**src/dmwc_pkg.sv**
```systemverilog
// Shared types and constants for the direct-mapped word cache hit probe.
`default_nettype none

package dmwc_pkg;

  localparam int unsigned ADDR_W      = 32;
  localparam int unsigned WADDR_W     = 30;
  localparam int unsigned REGION_W    = 12;
  localparam int unsigned CNT_W       = 48;
  localparam int unsigned NUM_CNT     = 6;
  localparam int unsigned FWD_DEPTH   = 4;
  localparam int unsigned FWD_PTR_W   = 2;

  localparam logic [REGION_W-1:0] REGION_RESET = 12'h801;
  localparam logic [2:0]          WORD_LOAD    = 3'd2;
  localparam logic [3:0]          FULL_MASK    = 4'hF;
  localparam logic [3:0]          NO_MASK      = 4'h0;
  localparam logic                REQ_LOAD     = 1'b0;
  localparam logic                REQ_STORE    = 1'b1;
  localparam logic [CNT_W-1:0]    CNT_MAX      = {CNT_W{1'b1}};

  localparam int unsigned CNT_WLOAD  = 0;
  localparam int unsigned CNT_FWD    = 1;
  localparam int unsigned CNT_LINE   = 2;
  localparam int unsigned CNT_BEYOND = 3;
  localparam int unsigned CNT_OTHER  = 4;
  localparam int unsigned CNT_STORE  = 5;

  typedef enum logic [1:0] {
    ST_CLEAR,
    ST_IDLE,
    ST_LOOK
  } state_e;

  typedef struct packed {
    logic              req_type;
    logic [ADDR_W-1:0] byte_addr;
    logic [2:0]        load_width_code;
    logic [3:0]        write_mask;
  } req_t;

  typedef struct packed {
    logic             in_region;
    logic             forward_hit;
    logic             line_hit;
    logic             hit_beyond_forward;
    logic [CNT_W-1:0] word_load_count;
    logic [CNT_W-1:0] forward_hit_count;
    logic [CNT_W-1:0] line_hit_count;
    logic [CNT_W-1:0] beyond_forward_count;
    logic [CNT_W-1:0] other_load_count;
    logic [CNT_W-1:0] store_count;
  } rsp_t;

  typedef struct packed {
    logic clear_wr;
    logic capture;
    logic update;
  } cmd_t;

  typedef struct packed {
    logic clear_last;
  } stat_t;

endpackage

`default_nettype wire

```
**src/dmwc_ctrl.sv**
```systemverilog
// Controller: clearing sequence, item handshake and result hold.
`default_nettype none

module dmwc_ctrl (
  input  logic           clk_i,
  input  logic           rst_ni,
  input  logic           in_valid_i,
  output logic           in_ready_o,
  output logic           out_valid_o,
  input  logic           out_ready_i,
  input  dmwc_pkg::stat_t stat_i,
  output dmwc_pkg::cmd_t  cmd_o
);
  import dmwc_pkg::*;

  state_e state_q, state_d;
  logic   out_valid_q, out_valid_d;
  logic   accept;

  assign accept = in_valid_i && in_ready_o;

  always_ff @(posedge clk_i or negedge rst_ni) begin
    if (!rst_ni) begin
      state_q     <= ST_CLEAR;
      out_valid_q <= 1'b0;
    end else begin
      state_q     <= state_d;
      out_valid_q <= out_valid_d;
    end
  end

  always_comb begin
    state_d = state_q;
    case (state_q)
      ST_CLEAR: begin
        if (stat_i.clear_last) begin
          state_d = ST_IDLE;
        end
      end
      ST_IDLE: begin
        if (accept) begin
          state_d = ST_LOOK;
        end
      end
      ST_LOOK: begin
        state_d = ST_IDLE;
      end
      default: begin
        state_d = ST_CLEAR;
      end
    endcase
  end

  always_comb begin
    in_ready_o     = (state_q == ST_IDLE) && !out_valid_q;
    cmd_o.clear_wr = (state_q == ST_CLEAR);
    cmd_o.capture  = accept;
    cmd_o.update   = (state_q == ST_LOOK);
    out_valid_d    = out_valid_q;
    if (out_valid_q && out_ready_i) begin
      out_valid_d = 1'b0;
    end
    if (state_q == ST_LOOK) begin
      out_valid_d = 1'b1;
    end
  end

  assign out_valid_o = out_valid_q;

endmodule

`default_nettype wire

```
**config.mk**
```make
export PLATFORM = sky130hd
export DESIGN_NAME = dmwc_ctrl
export DESIGN_NICKNAME = d
export VERILOG_FILES = /design/src/dmwc_pkg.sv /design/src/dmwc_ctrl.sv
export SDC_FILE = /design/constraint.sdc
export NUM_CORES = 1
export LEC_CHECK = 0
export BUFFER_PORTS_ARGS = -buffer_cell sky130_fd_sc_hd__buf_2
export CAP_MARGIN = 40
export CORE_AREA = 2 2 39 41
export DETAILED_ROUTE_END_ITERATION = 7
export DIE_AREA = 0 0 41 43
export MAX_ROUTING_LAYER = met4
export PLACE_DENSITY_LB_ADDON = 0.25
export SETUP_SLACK_MARGIN = 0.02
export SYNTH_ARGS = -nofsm -noshare
export SYNTH_HDL_FRONTEND = slang
export SYNTH_SLANG_ARGS = --single-unit
```
**constraint.sdc**
```tcl
create_clock -name clk_i -period 1.28 [get_ports clk_i]
set_input_delay 0.256 -clock clk_i [delete_from_list [all_inputs] [get_ports clk_i]]
set_output_delay 0.256 -clock clk_i [all_outputs]
set_load 0.1 [all_outputs]
```
== After elaboration in Yosys (flattened, before gate mapping) ==
Cells that the tools add are included.

* Bits of input ports: 5
* Output and inout port bits: 5
* Register bits: 3

* Eq/ne operators: 4
* Multiplexer cells: 5
* Reduce and logical (&&, ||, !) cells: 7

{| class="wikitable"
|+ Operators with widths
! kind !! number
|-
| 2-bit case mux with 3 select lines || 1
|-
| 2-bit 2-to-1 mux || 2
|-
| 2-bit inequality test, second input constant || 2
|-
| 1-bit logical AND || 3
|-
| 2-bit by 1-bit == test with 1-bit output, second input constant || 1
|-
| 2-bit == test, second input constant || 1
|-
| 2-bit zero test || 1
|-
| 1-bit 2-to-1 mux || 2
|-
| 2-bit AND reduction || 1
|-
| 2-bit nonzero test || 1
|-
| 1-bit zero test || 1
|}

== Longest topological paths before layout ==
* Depth in word-level cells: 5
* Mapped depth: 3

== Worst setup path after synthesis ==
Ideal clock, no wire load.

* Kind: register to output
* From: reg out_valid_q, in the netlist out_valid_o
* To: out in_ready_o
* Slack: -1.144 ns
* Cell stages (with the launch flop): 2
* Buffers on the path: 0
* Data required time: 1.024 ns
* Arrival time: 2.168 ns
* Cells stage by stage: dfrtp_1 > nor2_1

* Longest elaborated chain between the ends: 2

{| class="wikitable"
|+ RTL lines
! item !! RTL line !! RTL
|-
| start, declared || dmwc_ctrl.sv:17 || <nowiki>logic out_valid_q, out_valid_d;</nowiki>
|-
| start signal, assigned || dmwc_ctrl.sv:28 || <nowiki>out_valid_q <= out_valid_d;</nowiki>
|-
| 1-bit zero test || dmwc_ctrl.sv:55 || <nowiki>in_ready_o = (state_q == ST_IDLE) && !out_valid_q;</nowiki>
|-
| 1-bit logical AND || dmwc_ctrl.sv:55 ||
|-
| end, declared || dmwc_ctrl.sv:8 || <nowiki>output logic in_ready_o,</nowiki>
|}

No other way between the ends.

==> flow_summary.ini <==
[run_status]
outcome = complete, but fails checks
failed_checks = negative setup slack

[timing]
fin_worst_skew_ps = 0.739
fin_ws_ps = -154
fmax_mhz = 697
period_share = 1.12
rsz0062_at_grt = true
slew-limit-headroom = 0.910
hold_ws_ps = 290
period_needed_ps = 1430
slew_violations = 0
worst_pin_slew_ps = 135
setup_viol = 4
hold_viol = 0

[global_routing]
grt_use_total = 0.0640
grt_max_degree = 5
grt_antenna_before_repair = 0
overflow = 0
grt_pass1_vias = 175
grt_pass1_wl_um = 655

[synthesis]
syn_area_um2 = 150
syn_inst = 16
synth_cell_type_count = 8
ys_seq_area_frac = 0.500
synth_nets = 21
yosys.area.top_type = dfrtp_1
synthTopCellsByArea = dfrtp_1, nor2b_1, buf_4, nor2_1, a21o_1
synth-seq-cells = 3
syn_area_per_cell_um2 = 9.38
yosys_warnings = 0
synth_top_area_frac = 0.500

[layout]
fill_cells = 155
final_util = 0.288
seqCellArea_um2 = 80.1
diodes = 0
drive_above_1_share = 0.758
layout_common_cells = buf_12, buf_4, buf_2, nor2b_4, clkbuf_4
stdcell_count = 49
multi_input_area_um2 = 101
areaGrowthSynthToFinish_pct = 166
fin_nets = 39

[detailed_routing]
remaining_drc_errors = 0
routed_wl_um = 381
via_per_inst = 3.41
drt-initial-drc-count = 1
dr.pass1.iters = 2
ant_nets = 0
num_vias = 167
post_drt_wl_per_cell_um = 7.78

[cts]
h-tree-depth = 1
cts_tree = done
root_buffer = clkbuf_4
max-clock-path-buffers = 2
cts_buffers = 3
clock_latency_ps = 230
clock_sinks = 3
clk_pin_slew_ps = 40

[min_path]
hold_path.class = in2reg

[critical_path]
arrival_ps = 1180
cp-start-kind = flip-flop
end_kind = primary output
critPathKind = reg2out
cp_max_fo = 2
crit_required_ps = 1020

[die]
ioPinCount = 10
dieWidth_um = 41
core_area_um2 = 1380
rows = 14
die_area_um2 = 1760
start_util = 0.108
die_h_um = 43

[placed_design]
routabilityCongestion = 0.608
preCtsSetupSlack_ps = 45.1
dp_cells = 43
io_buffer_count = 9

[job]
cap_violations = 0
==> state kept, by name, summed over array words and instances (netlist names) <==
| register | flops |
|---|---|
| out_valid_o | 1 |
| state_q | 2 |
==> path summary, 6_finish.rpt <==
path | startpoint | endpoint | slack (ps) | cells past startpoint
max | out_valid_o | cmd_o[1] | -150 | 3
min | out_ready_i | out_valid_o | 290 | 3
max reg2reg | out_valid_o | state_q[0] | 290 | 4
min reg2reg | state_q[1] | state_q[1] | 630 | 2
max in group asynchronous | rst_ni | out_valid_o | 810 | 2
min in group asynchronous | rst_ni | out_valid_o | 350 | 2
==> worst max-delay path: stages, from the launching register on <==
cell     delay [ps]
dfrtp_4         470
nor2b_4         120
nor2b_4         170
buf_12          180
==> timing repair <==
item | in CTS | in global routing
endpoints found under the setup margin | 5 | 5
gates resized for setup | 4 | 3
endpoints found under the hold margin | 3 | 0
hold buffers | 1 | 0
buffers inserted | 1 | 0
pin swaps | 0 | 0
==> per-layer routing <==
layer  routed length, um  GRT usage
met2                 209     0.0813
met1                 128     0.0584
met3                  43     0.0628
met5                   0          -
met4                   0     0.0400
==> cell usage after synthesis, drive strengths merged <==
master / n
dfrtp: 3
nor2b: 4
inv: 1
nand2b: 1
nor2: 3
a21o: 1
buf: 2
o22ai: 1
==> metrics by stage <==
stage          area, um2  setup TNS, ps
4_1_cts              390           -534
6_report             399           -392
3_5_place_dp         329              0
2_1_floorplan        186           -265
3_3_place_gp         329              0
5_1_grt              399           -599
==> final cells by class <==
class / count / area share
timing repair buffer: 15 / 0.420
sequential: 3 / 0.201
clock buffer: 4 / 0.0658
inverter: 1 / 0.00940
tap: 16 / 0.0502
multi-input combinational: 10 / 0.254
==> logic make-up (layout without fill, tap and decap cells) <==
| kind of cell | after synthesis | count (layout) | synth area share |
|---|---|---|---|
| simple gates | 8 | 8 | 0.283 |
| flops | 3 | 3 | 0.500 |
| compound gates | 2 | 2 | 0.0917 |
| buf+inv | 3 | 20 | 0.125 |
Power is not shown: default switching activity piles up to over one toggle a cycle in this logic, so the estimate is an artifact.
